### config.mk
export PLATFORM = sky130hd
export DESIGN_NAME = three_rotor_cipher_machine
export DESIGN_NICKNAME = d
export VERILOG_FILES = /design/src/rtl/core/tcm_pkg.sv /design/src/rtl/core/tcm_plugboard.sv /design/src/rtl/core/three_rotor_cipher_machine.sv
export SDC_FILE = /design/constraint.sdc
export NUM_CORES = 1
export LEC_CHECK = 0
export BUFFER_PORTS_ARGS = -buffer_cell sky130_fd_sc_hd__buf_2
export CORE_UTILIZATION = 25
export DETAILED_ROUTE_END_ITERATION = 12
export SYNTH_ARGS = -nofsm -noshare
export SYNTH_HDL_FRONTEND = slang
export SYNTH_SLANG_ARGS = --single-unit
### constraint.sdc
create_clock -name clk -period 11.9 [get_ports clk]
set_input_delay 0.595 -clock clk [delete_from_list [all_inputs] [get_ports clk]]
set_output_delay 0.595 -clock clk [all_outputs]
set_load 0.005 [all_outputs]
### src/rtl/core/tcm_pkg.sv
`timescale 1ns / 1ps
// Shared types, rotor and reflector tables and letter arithmetic for the
// three-rotor cipher machine. No dependencies.
package tcm_pkg;

  typedef logic [4:0]  letter_t;
  typedef logic [2:0]  rotor_num_t;
  typedef logic [2:0]  rotor_sel_t;
  typedef logic [2:0]  cfg_idx_t;
  typedef logic [19:0] plug_word_t;

  localparam cfg_idx_t CFG_LEFT_ROTOR   = 3'd0;
  localparam cfg_idx_t CFG_MIDDLE_ROTOR = 3'd1;
  localparam cfg_idx_t CFG_RIGHT_ROTOR  = 3'd2;
  localparam cfg_idx_t CFG_PLUG_PAIRS_A = 3'd3;
  localparam cfg_idx_t CFG_PLUG_PAIRS_B = 3'd4;
  localparam cfg_idx_t CFG_PLUG_PAIRS_C = 3'd5;

  localparam rotor_num_t LEFT_ROTOR_RST   = 3'd1;
  localparam rotor_num_t MIDDLE_ROTOR_RST = 3'd2;
  localparam rotor_num_t RIGHT_ROTOR_RST  = 3'd3;

  localparam letter_t LETTER_A   = 5'd0;
  localparam letter_t LETTER_Z   = 5'd25;
  localparam letter_t NLET       = 5'd26;

  typedef struct packed {
    logic    command;
    letter_t in_letter;
    letter_t new_left;
    letter_t new_middle;
    letter_t new_right;
  } in_req_t;

  typedef struct packed {
    letter_t out_letter;
    letter_t out_left;
    letter_t out_middle;
    letter_t out_right;
  } out_res_t;

  typedef struct packed {
    plug_word_t pairs_c;
    plug_word_t pairs_b;
    plug_word_t pairs_a;
  } plug_cfg_t;

  typedef struct packed {
    letter_t left;
    letter_t middle;
    letter_t right;
  } rotor_pos_t;

  localparam logic CMD_ENCIPHER = 1'b0;
  localparam logic CMD_LOAD     = 1'b1;

  typedef logic [8*26-1:0]      wiring_str_t;
  typedef wiring_str_t [4:0]    wiring_set_t;
  typedef letter_t [25:0]       row_t;
  typedef row_t [4:0]           tab_t;

  localparam wiring_set_t WIRE_SET = {
    wiring_str_t'("VZBRGITYUPSDNHLXAWMJQOFECK"),
    wiring_str_t'("ESOVPZJAYQUIRHXLNFTGKDCMWB"),
    wiring_str_t'("BDFHJLCPRTXVZNYEIWGAKMUSQO"),
    wiring_str_t'("AJDKSIRUXBLHWTMCQGZNPYFVOE"),
    wiring_str_t'("EKMFLGDQVZNTOWYHXUSPAIBRCJ")
  };
  localparam wiring_str_t REFL_STR = "YRUHQSLDPXNGOKMIEBFZCWVJAT";

  localparam letter_t [4:0] NOTCH_TAB = {5'd25, 5'd9, 5'd21, 5'd4, 5'd16};

  function automatic letter_t char_at(wiring_str_t s, int j);
    logic [7:0] ch;
    ch = s[8*(25-j) +: 8];
    return letter_t'(ch - 8'd65);
  endfunction

  function automatic tab_t build_fwd();
    tab_t t;
    for (int s = 0; s < 5; s++) begin
      for (int j = 0; j < 26; j++) begin
        t[s][j] = char_at(WIRE_SET[s], j);
      end
    end
    return t;
  endfunction

  function automatic tab_t build_inv();
    tab_t f;
    tab_t t;
    f = build_fwd();
    t = '0;
    for (int s = 0; s < 5; s++) begin
      for (int j = 0; j < 26; j++) begin
        t[s][f[s][j]] = letter_t'(j);
      end
    end
    return t;
  endfunction

  function automatic row_t build_refl();
    row_t r;
    for (int j = 0; j < 26; j++) begin
      r[j] = char_at(REFL_STR, j);
    end
    return r;
  endfunction

  localparam tab_t FWD_TAB  = build_fwd();
  localparam tab_t INV_TAB  = build_inv();
  localparam row_t REFL_TAB = build_refl();

  function automatic rotor_sel_t sel_of(rotor_num_t n);
    if (n >= 3'd1 && n <= 3'd5) begin
      return rotor_sel_t'(n - 3'd1);
    end
    return '0;
  endfunction

  function automatic letter_t mod26(letter_t x);
    return (x >= NLET) ? letter_t'(x - NLET) : x;
  endfunction

  function automatic letter_t inc26(letter_t x);
    return (x == LETTER_Z) ? LETTER_A : letter_t'(x + 5'd1);
  endfunction

  function automatic letter_t add26(letter_t x, letter_t p);
    logic [5:0] s;
    s = {1'b0, x} + {1'b0, p};
    if (s >= {1'b0, NLET}) begin
      s = s - {1'b0, NLET};
    end
    return s[4:0];
  endfunction

  function automatic letter_t sub26(letter_t y, letter_t p);
    logic [5:0] d;
    d = {1'b0, y} - {1'b0, p};
    if (y < p) begin
      d = d + {1'b0, NLET};
    end
    return d[4:0];
  endfunction

  function automatic letter_t pass_fwd(rotor_sel_t sel, letter_t pos, letter_t x);
    return sub26(FWD_TAB[sel][add26(x, pos)], pos);
  endfunction

  function automatic letter_t pass_inv(rotor_sel_t sel, letter_t pos, letter_t x);
    return sub26(INV_TAB[sel][add26(x, pos)], pos);
  endfunction

endpackage

### src/rtl/core/tcm_plugboard.sv
`timescale 1ns / 1ps
// Plugboard: resolves the six configured pairs and swaps the letter on the
// way in and on the way out. Depends on tcm_pkg.
module tcm_plugboard (
  input  tcm_pkg::plug_cfg_t cfg,
  input  tcm_pkg::letter_t   fwd_in,
  input  tcm_pkg::letter_t   bwd_in,
  output tcm_pkg::letter_t   fwd_out,
  output tcm_pkg::letter_t   bwd_out
);
  import tcm_pkg::*;

  logic [59:0] words;
  letter_t     pa [6];
  letter_t     pb [6];
  logic [5:0]  applied;

  assign words = cfg;

  always_comb begin
    for (int k = 0; k < 6; k++) begin
      pa[k] = words[10*k +: 5];
      pb[k] = words[10*k+5 +: 5];
    end
  end

  // A pair counts only if it is well formed and shares no letter with an
  // earlier pair that counts.
  always_comb begin
    for (int k = 0; k < 6; k++) begin
      applied[k] = (pa[k] != pb[k]) && (pa[k] < NLET) && (pb[k] < NLET);
      for (int j = 0; j < k; j++) begin
        if (applied[j] && (pa[j] == pa[k] || pa[j] == pb[k] ||
                           pb[j] == pa[k] || pb[j] == pb[k])) begin
          applied[k] = 1'b0;
        end
      end
    end
  end

  always_comb begin
    fwd_out = fwd_in;
    bwd_out = bwd_in;
    for (int k = 0; k < 6; k++) begin
      if (applied[k]) begin
        if (fwd_in == pa[k]) begin
          fwd_out = pb[k];
        end else if (fwd_in == pb[k]) begin
          fwd_out = pa[k];
        end
        if (bwd_in == pa[k]) begin
          bwd_out = pb[k];
        end else if (bwd_in == pb[k]) begin
          bwd_out = pa[k];
        end
      end
    end
  end

endmodule

### src/rtl/core/three_rotor_cipher_machine.sv
`timescale 1ns / 1ps
// Three-rotor cipher machine with reflector B; depends on tcm_pkg and tcm_plugboard.
// An accepted encipher request passes the s1, s2, s3 and output registers to its result.
// Rotor stepping at the input register lets one request in every cycle unless out_stall stalls.
// A load request updates the positions and yields no result.
// Synchronous reset sets all positions to A, rotors I, II, III and an empty plugboard.
module three_rotor_cipher_machine (
  input  logic                 clk,
  input  logic                 rst_n,
  input  logic                 in_valid,
  output logic                 in_stall,
  input  tcm_pkg::in_req_t     in_data,
  output logic                 out_valid,
  input  logic                 out_stall,
  output tcm_pkg::out_res_t    out_data,
  input  logic                 cfg_valid,
  output logic                 cfg_ready,
  input  tcm_pkg::cfg_idx_t    cfg_index,
  input  tcm_pkg::plug_word_t  cfg_data
);
  import tcm_pkg::*;

  rotor_num_t left_rotor_r, middle_rotor_r, right_rotor_r;
  plug_cfg_t  plug_cfg_r;
  rotor_sel_t sel_l, sel_m, sel_r;

  rotor_pos_t pos_r, pos_nxt, pos_step;
  logic       mid_at, right_at;
  logic       accept;

  logic       v1_r, v2_r, v3_r, v4_r;
  logic       go1, go2, go3, go4;
  rotor_pos_t s1_pos_r, s2_pos_r, s3_pos_r;
  letter_t    s1_let_r, s2_let_r, s3_let_r;
  letter_t    s1_let_r_in;
  letter_t    s2_let_nxt, s3_let_nxt, s4_let_pre;
  letter_t    plug_in_let, plug_out_let;
  out_res_t   out_r;

  assign cfg_ready = 1'b1;

  always_ff @(posedge clk) begin
    if (!rst_n) begin
      left_rotor_r   <= LEFT_ROTOR_RST;
      middle_rotor_r <= MIDDLE_ROTOR_RST;
      right_rotor_r  <= RIGHT_ROTOR_RST;
      plug_cfg_r     <= '0;
    end else if (cfg_valid && cfg_ready) begin
      case (cfg_index)
        CFG_LEFT_ROTOR:   left_rotor_r       <= cfg_data[2:0];
        CFG_MIDDLE_ROTOR: middle_rotor_r     <= cfg_data[2:0];
        CFG_RIGHT_ROTOR:  right_rotor_r      <= cfg_data[2:0];
        CFG_PLUG_PAIRS_A: plug_cfg_r.pairs_a <= cfg_data;
        CFG_PLUG_PAIRS_B: plug_cfg_r.pairs_b <= cfg_data;
        CFG_PLUG_PAIRS_C: plug_cfg_r.pairs_c <= cfg_data;
        default: ;
      endcase
    end
  end

  assign sel_l = sel_of(left_rotor_r);
  assign sel_m = sel_of(middle_rotor_r);
  assign sel_r = sel_of(right_rotor_r);

  assign go4 = !v4_r || !out_stall;
  assign go3 = !v3_r || go4;
  assign go2 = !v2_r || go3;
  assign go1 = !v1_r || go2;
  assign in_stall = !go1;
  assign accept = in_valid && go1;

  // Rotor stepping uses the positions before the step for every notch test.
  assign mid_at   = (pos_r.middle == NOTCH_TAB[sel_m]);
  assign right_at = (pos_r.right == NOTCH_TAB[sel_r]);

  always_comb begin
    pos_step.left   = mid_at ? inc26(pos_r.left) : pos_r.left;
    pos_step.middle = (mid_at || right_at) ? inc26(pos_r.middle) : pos_r.middle;
    pos_step.right  = inc26(pos_r.right);
    pos_nxt = pos_r;
    if (accept) begin
      if (in_data.command == CMD_LOAD) begin
        pos_nxt.left   = mod26(in_data.new_left);
        pos_nxt.middle = mod26(in_data.new_middle);
        pos_nxt.right  = mod26(in_data.new_right);
      end else begin
        pos_nxt = pos_step;
      end
    end
  end

  always_ff @(posedge clk) begin
    if (!rst_n) begin
      pos_r <= '0;
    end else begin
      pos_r <= pos_nxt;
    end
  end

  assign plug_in_let = mod26(in_data.in_letter);

  tcm_plugboard u_plugboard (
    .cfg     (plug_cfg_r),
    .fwd_in  (plug_in_let),
    .bwd_in  (s4_let_pre),
    .fwd_out (s1_let_r_in),
    .bwd_out (plug_out_let)
  );

  always_comb begin
    letter_t c;
    c = pass_fwd(sel_r, s1_pos_r.right, s1_let_r);
    s2_let_nxt = pass_fwd(sel_m, s1_pos_r.middle, c);
  end

  always_comb begin
    letter_t c;
    c = pass_fwd(sel_l, s2_pos_r.left, s2_let_r);
    c = REFL_TAB[c];
    s3_let_nxt = pass_inv(sel_l, s2_pos_r.left, c);
  end

  always_comb begin
    letter_t c;
    c = pass_inv(sel_m, s3_pos_r.middle, s3_let_r);
    s4_let_pre = pass_inv(sel_r, s3_pos_r.right, c);
  end

  always_ff @(posedge clk) begin
    if (!rst_n) begin
      v1_r <= 1'b0;
      v2_r <= 1'b0;
      v3_r <= 1'b0;
      v4_r <= 1'b0;
    end else begin
      if (go1) begin
        v1_r <= accept && (in_data.command == CMD_ENCIPHER);
      end
      if (go2) begin
        v2_r <= v1_r;
      end
      if (go3) begin
        v3_r <= v2_r;
      end
      if (go4) begin
        v4_r <= v3_r;
      end
    end
  end

  always_ff @(posedge clk) begin
    if (go1) begin
      s1_pos_r <= pos_step;
      s1_let_r <= s1_let_r_in;
    end
    if (go2) begin
      s2_pos_r <= s1_pos_r;
      s2_let_r <= s2_let_nxt;
    end
    if (go3) begin
      s3_pos_r <= s2_pos_r;
      s3_let_r <= s3_let_nxt;
    end
    if (go4) begin
      out_r.out_letter <= plug_out_let;
      out_r.out_left   <= s3_pos_r.left;
      out_r.out_middle <= s3_pos_r.middle;
      out_r.out_right  <= s3_pos_r.right;
    end
  end

  assign out_valid = v4_r;
  assign out_data  = out_r;

  a_pos_range: assert property (@(posedge clk) disable iff (!rst_n)
    1'b1 |-> (pos_r.left < NLET && pos_r.middle < NLET && pos_r.right < NLET))
    else $error("rotor position out of range");

  a_out_range: assert property (@(posedge clk) disable iff (!rst_n)
    out_valid |-> (out_data.out_letter < NLET && out_data.out_left < NLET &&
                   out_data.out_middle < NLET && out_data.out_right < NLET))
    else $error("result field out of range");

  a_load_pos: assert property (@(posedge clk) disable iff (!rst_n)
    (accept && in_data.command == CMD_LOAD) |=>
      (pos_r.right == $past(mod26(in_data.new_right)) &&
       pos_r.left == $past(mod26(in_data.new_left))))
    else $error("load request did not set the positions");

  a_right_step: assert property (@(posedge clk) disable iff (!rst_n)
    (accept && in_data.command == CMD_ENCIPHER) |=>
      (pos_r.right == inc26($past(pos_r.right))))
    else $error("right rotor failed to step");

endmodule

==> summary.txt <==
Placed design
  – Detail Placement HPWL: 66,970 µm
  – Placed Cells: between 4,000 and 5,000
  – Last weighted congestion value of the routability-driven placer: between 0.9 and 1
  – Port Buf Inserts: 70
  – Placement Cell Area: about 0.027 mm²
  – Place WS: 0.2510 ns

Critical path
  – Worst flop-to-flop path endpoint: out_data[16]
  – Crit path capture type: flip-flop
  – Longest individual stage delay on the worst path: about 0.48 ns
  – Required @ worst endpoint: 12.19 ns
  – Worst path most repeated cell: sky130_fd_sc_hd__ha_1
  – Bufs and invs on worst path: 5
  – Critical Path Start Type: flip-flop
  – Data arrival, critical path: 11.63 ns
  – Worst path slowest cell: sky130_fd_sc_hd__edfxtp_1
  – Startpoint of the worst-slack reg-to-reg timing path: s3_pos_r[5]
  – Slack of the worst reg-to-reg path: 0.55 ns
  – Type of the worst setup path: reg -> reg
  – Cells on worst reg2reg path: 46
  – Worst-path fanout max: 27
  – CP delay by family, top: compound AO/OA/AOI/OAI gates

Clocking
  – Hold-fix buffers at CTS: 0
  – Clock root buffer: sky130_fd_sc_hd__clkbuf_16
  – Clock sink count: approximately 170
  – Number of H-tree levels: 4
  – Clk buf depth: 2
  – TritonCTS clock tree: yes
  – CTS clock-pin slew for the worst setup and hold paths: 0.08 ns
  – Num CTS Buffers: 17
  – Clock Latency Late Sink: approximately 0.50 ns

Hold path
  – End point of the most critical hold path: plug_cfg_r[46]
  – Class of the tightest hold or removal check: in -> reg
  – Cell depth of the worst min-delay path: 3
  – Hold wc startpoint: cfg_data[6]

Synth
  – Number of synthesized register bits: between 150 and 200
  – Instance count of the mapped netlist: 3,475
  – Share of async-settable or async-resettable flops after synthesis: 0
  – Sequential fraction of the synthesis area: 0.1644
  – Netlist cell types: 109
  – Cell types occupying the most area after synthesis: sky130_fd_sc_hd__xnor2_1 11%, sky130_fd_sc_hd__edfxtp_1 9.5%, sky130_fd_sc_hd__dfxtp_1 7.0%
  – Cell area after technology mapping: ~0.025 mm²
  – Compound-cell area share of the yosys netlist: 0.2803
  – XOR/XNOR Fraction of Synth Area: 0.1805
  – Post-synthesis share of cell area spent on full adders, half adders and majority gates: 0.06432
  – Mux cell area share after synthesis: 0.03616
  – Post-synth net total: 3,647
  – Area share of the largest cell type after synthesis: 0.1131
  – Dominant combinational cell family by area after synthesis: compound AO/OA/AOI/OAI gates
  – Post-synth EDFFs: 80
  – Ys flop type: sky130_fd_sc_hd__dfxtp_1
  – Area leader, netlist: sky130_fd_sc_hd__xnor2_1
  – Area fraction in and, or, nand and nor cells after synthesis: 0.2004
  – Ys Warns: 0
  – Average size of a mapped cell: 7.288 µm²

Global route
  – Global-route wire length before repair: 146,300 µm
  – Antenna violations before repair: 1
  – Congestion Overflow GR: 0
  – GRT Resource Usage Total: 0.1793
  – Number of global-route vias before repair: 24,410
  – Pin count of the biggest net entering global routing: between 80 and 90

Routing
  – DRC violations left: 0
  – Vias per std cell: around 5.6
  – Vias post-DR: roughly 27,000
  – Final antenna-violating net count: 0
  – Drt initial violations: 2,956
  – Routed length per instance: roughly 20 µm
  – Final wirelength: 94,610 µm
  – Drt pass-1 iters: 6

Floorplanning
  – Die outline area: 0.1026 mm²
  – Overall die width: 320.3 µm
  – Initial standard-cell utilization of the core: 0.2525
  – I/O pins: 72
  – Height of the die: 320.3 µm
  – Placeable core region: 0.1003 mm²
  – Number of placement rows: 116

Timing
  – Worst-case setup margin in the final layout: 0.5549 ns
  – Setup clock skew after layout: 0.01751 ns
  – Headroom to the max-slew limit: 0.1578
  – Total count of max-transition violations in the final report: 0
  – Final Hold Violating Endpoints: 0
  – FMAX: 88.14 MHz
  – Slew at the pin closest to its max-slew limit: between 1 and 1.5 ns
  – Ratio of final minimum period to clock period: 0.9534
  – Setup Viol. Count Final: 0
  – Post-route setup TNS: 0 ns
  – Final critical-path required period: 11.35 ns

Finish
  – Post-route standard cell area excluding fillers: 0.02789 mm²
  – Share of cells above drive strength 1: 0.1018
  – Signed area change from the synthesized netlist to the final layout: 10.12%
  – Nets: approximately 3,600
  – Post-Layout Cell Count: ~4,800

Status
  – Run status: complete, no violations

Flow run
  – # Max-Cap Violations: 0
routing by layer:
| layer | vias up | part of all wire | GRT usage |
|---|---|---|---|
| met1 | 12670 | 0.42 | 0.2368 |
| met3 | 214 | 0.084 | 0.03157 |
| li1 | 12380 | - | - |
| met4 | 0 | 0.035 | 0.06943 |
| met2 | 1341 | 0.46 | 0.2886 |
| met5 | - | 0 | 0 |
state kept, by name (all words and copies together) (netlist names):
name,cells
s3_let_r,5
v2_r,1
pos_r,15
out_data,20
out_valid,1
s2_pos_r,15
right_rotor_r,3
s3_pos_r,15
v3_r,1
plug_cfg_r,60
s2_let_r,5
v1_r,1
left_rotor_r,3
s1_let_r,5
middle_rotor_r,3
s1_pos_r,15
worst register-to-register path: cells and delay by family (launching register included):
| family | cells | cell delay [ns] |
|---|---|---|
| compound gates | 18 | 4.38 |
| xor+xnor | 4 | 0.65 |
| fa+ha+maj | 9 | 2.71 |
| buf+inv | 5 | 0.76 |
| flops | 1 | 0.48 |
| mux | 2 | 0.50 |
| simple gates | 8 | 1.67 |
Yosys cell counts (21+ instances only):
master / instances
sky130_fd_sc_hd__nand2_1: 402
sky130_fd_sc_hd__xnor2_1: 327
sky130_fd_sc_hd__nor2_1: 249
sky130_fd_sc_hd__a21oi_1: 241
sky130_fd_sc_hd__clkbuf_1: 211
sky130_fd_sc_hd__o21ai_0: 185
sky130_fd_sc_hd__xor2_1: 166
sky130_fd_sc_hd__inv_1: 136
sky130_fd_sc_hd__nand3_1: 133
sky130_fd_sc_hd__nor3_1: 126
sky130_fd_sc_hd__ha_1: 111
sky130_fd_sc_hd__dfxtp_1: 88
sky130_fd_sc_hd__edfxtp_1: 80
sky130_fd_sc_hd__o211ai_1: 76
sky130_fd_sc_hd__buf_2: 68
sky130_fd_sc_hd__a211oi_1: 54
sky130_fd_sc_hd__o22ai_1: 47
sky130_fd_sc_hd__a31oi_1: 46
sky130_fd_sc_hd__a21o_1: 36
sky130_fd_sc_hd__mux2i_1: 35
sky130_fd_sc_hd__o31ai_1: 31
sky130_fd_sc_hd__a22oi_1: 30
sky130_fd_sc_hd__buf_1: 30
sky130_fd_sc_hd__o21a_1: 28
sky130_fd_sc_hd__a311oi_1: 25
sky130_fd_sc_hd__nand2b_1: 23
sky130_fd_sc_hd__nor4_1: 23
sky130_fd_sc_hd__and3_1: 21
sky130_fd_sc_hd__or3_1: 21
kinds of logic after synthesis:
group | count (synthesis)
AND/OR/NAND/NOR | 1105
multiplexers | 68
AO/OA/AOI/OAI | 1045
XOR/XNOR | 504
other | 1
flip-flops | 168
buffers and inverters | 461
adder cells (fa/ha/maj) | 123
how the worst max path moves through the flow:
stage | cells after the start | end | from
2_1_floorplan | 47 | out_data[18] | s3_pos_r[5]
3_3_place_gp | 44 | out_data[18] | s3_pos_r[5]
3_5_place_dp | 44 | out_data[16] | s3_pos_r[5]
4_1_cts | 44 | out_data[16] | s3_pos_r[5]
5_1_grt | 47 | out_data[17] | s3_pos_r[5]
6_report | 46 | out_data[16] | s3_pos_r[5]
cells in the final DEF (no fill, tap or decap), drive strengths merged, types with 21 or more instances in the layout:
master,synthesis,layout
a211oi,56,56
a21o,36,36
a21oi,242,242
a22oi,30,30
a311oi,25,25
a31oi,47,47
and3,22,22
buf,108,214
dfxtp,88,88
edfxtp,80,80
ha,111,111
inv,137,146
mux2i,36,36
nand2,402,402
nand2b,23,23
nand3,134,134
nor2,251,251
nor3,126,126
nor4,24,24
o2111ai,21,21
o211ai,76,76
o21a,28,28
o21ai,195,195
o22ai,48,48
o31ai,31,31
or3,21,21
xnor2,327,327
xor2,167,167
what timing repair did:
item | CTS | global route
buffers inserted | 0 | 9
endpoints found under the setup margin | 0 | 5
hold endpoints to repair | 0 | 0
gates resized for setup | 0 | 20
final cells by class:
cell class / count / area [µm²]
Clock buffer: 18 / 439.2
Fill cell: 10940 / 72400
Timing Repair Buffer: 214 / 1445
Sequential cell: 168 / 4164
Tap cell: 1357 / 1698
Inverter: 140 / 528.0
Antenna cell: 1 / 2.502
Multi-Input combinational cell: 2846 / 19460
Clock inverter: 14 / 148.9
per-stage QoR:
stage,hold WS [ns],util
after floorplan,0.4003,-
after global placement,0.4048,0.2704
after detailed placement,0.4056,0.2704
after CTS,0.3220,0.2763
after global routing,0.3436,0.2781
final,0.3495,0.2781
Power is not shown: default switching activity piles up to over one toggle a cycle in this logic, so the estimate is an artifact.
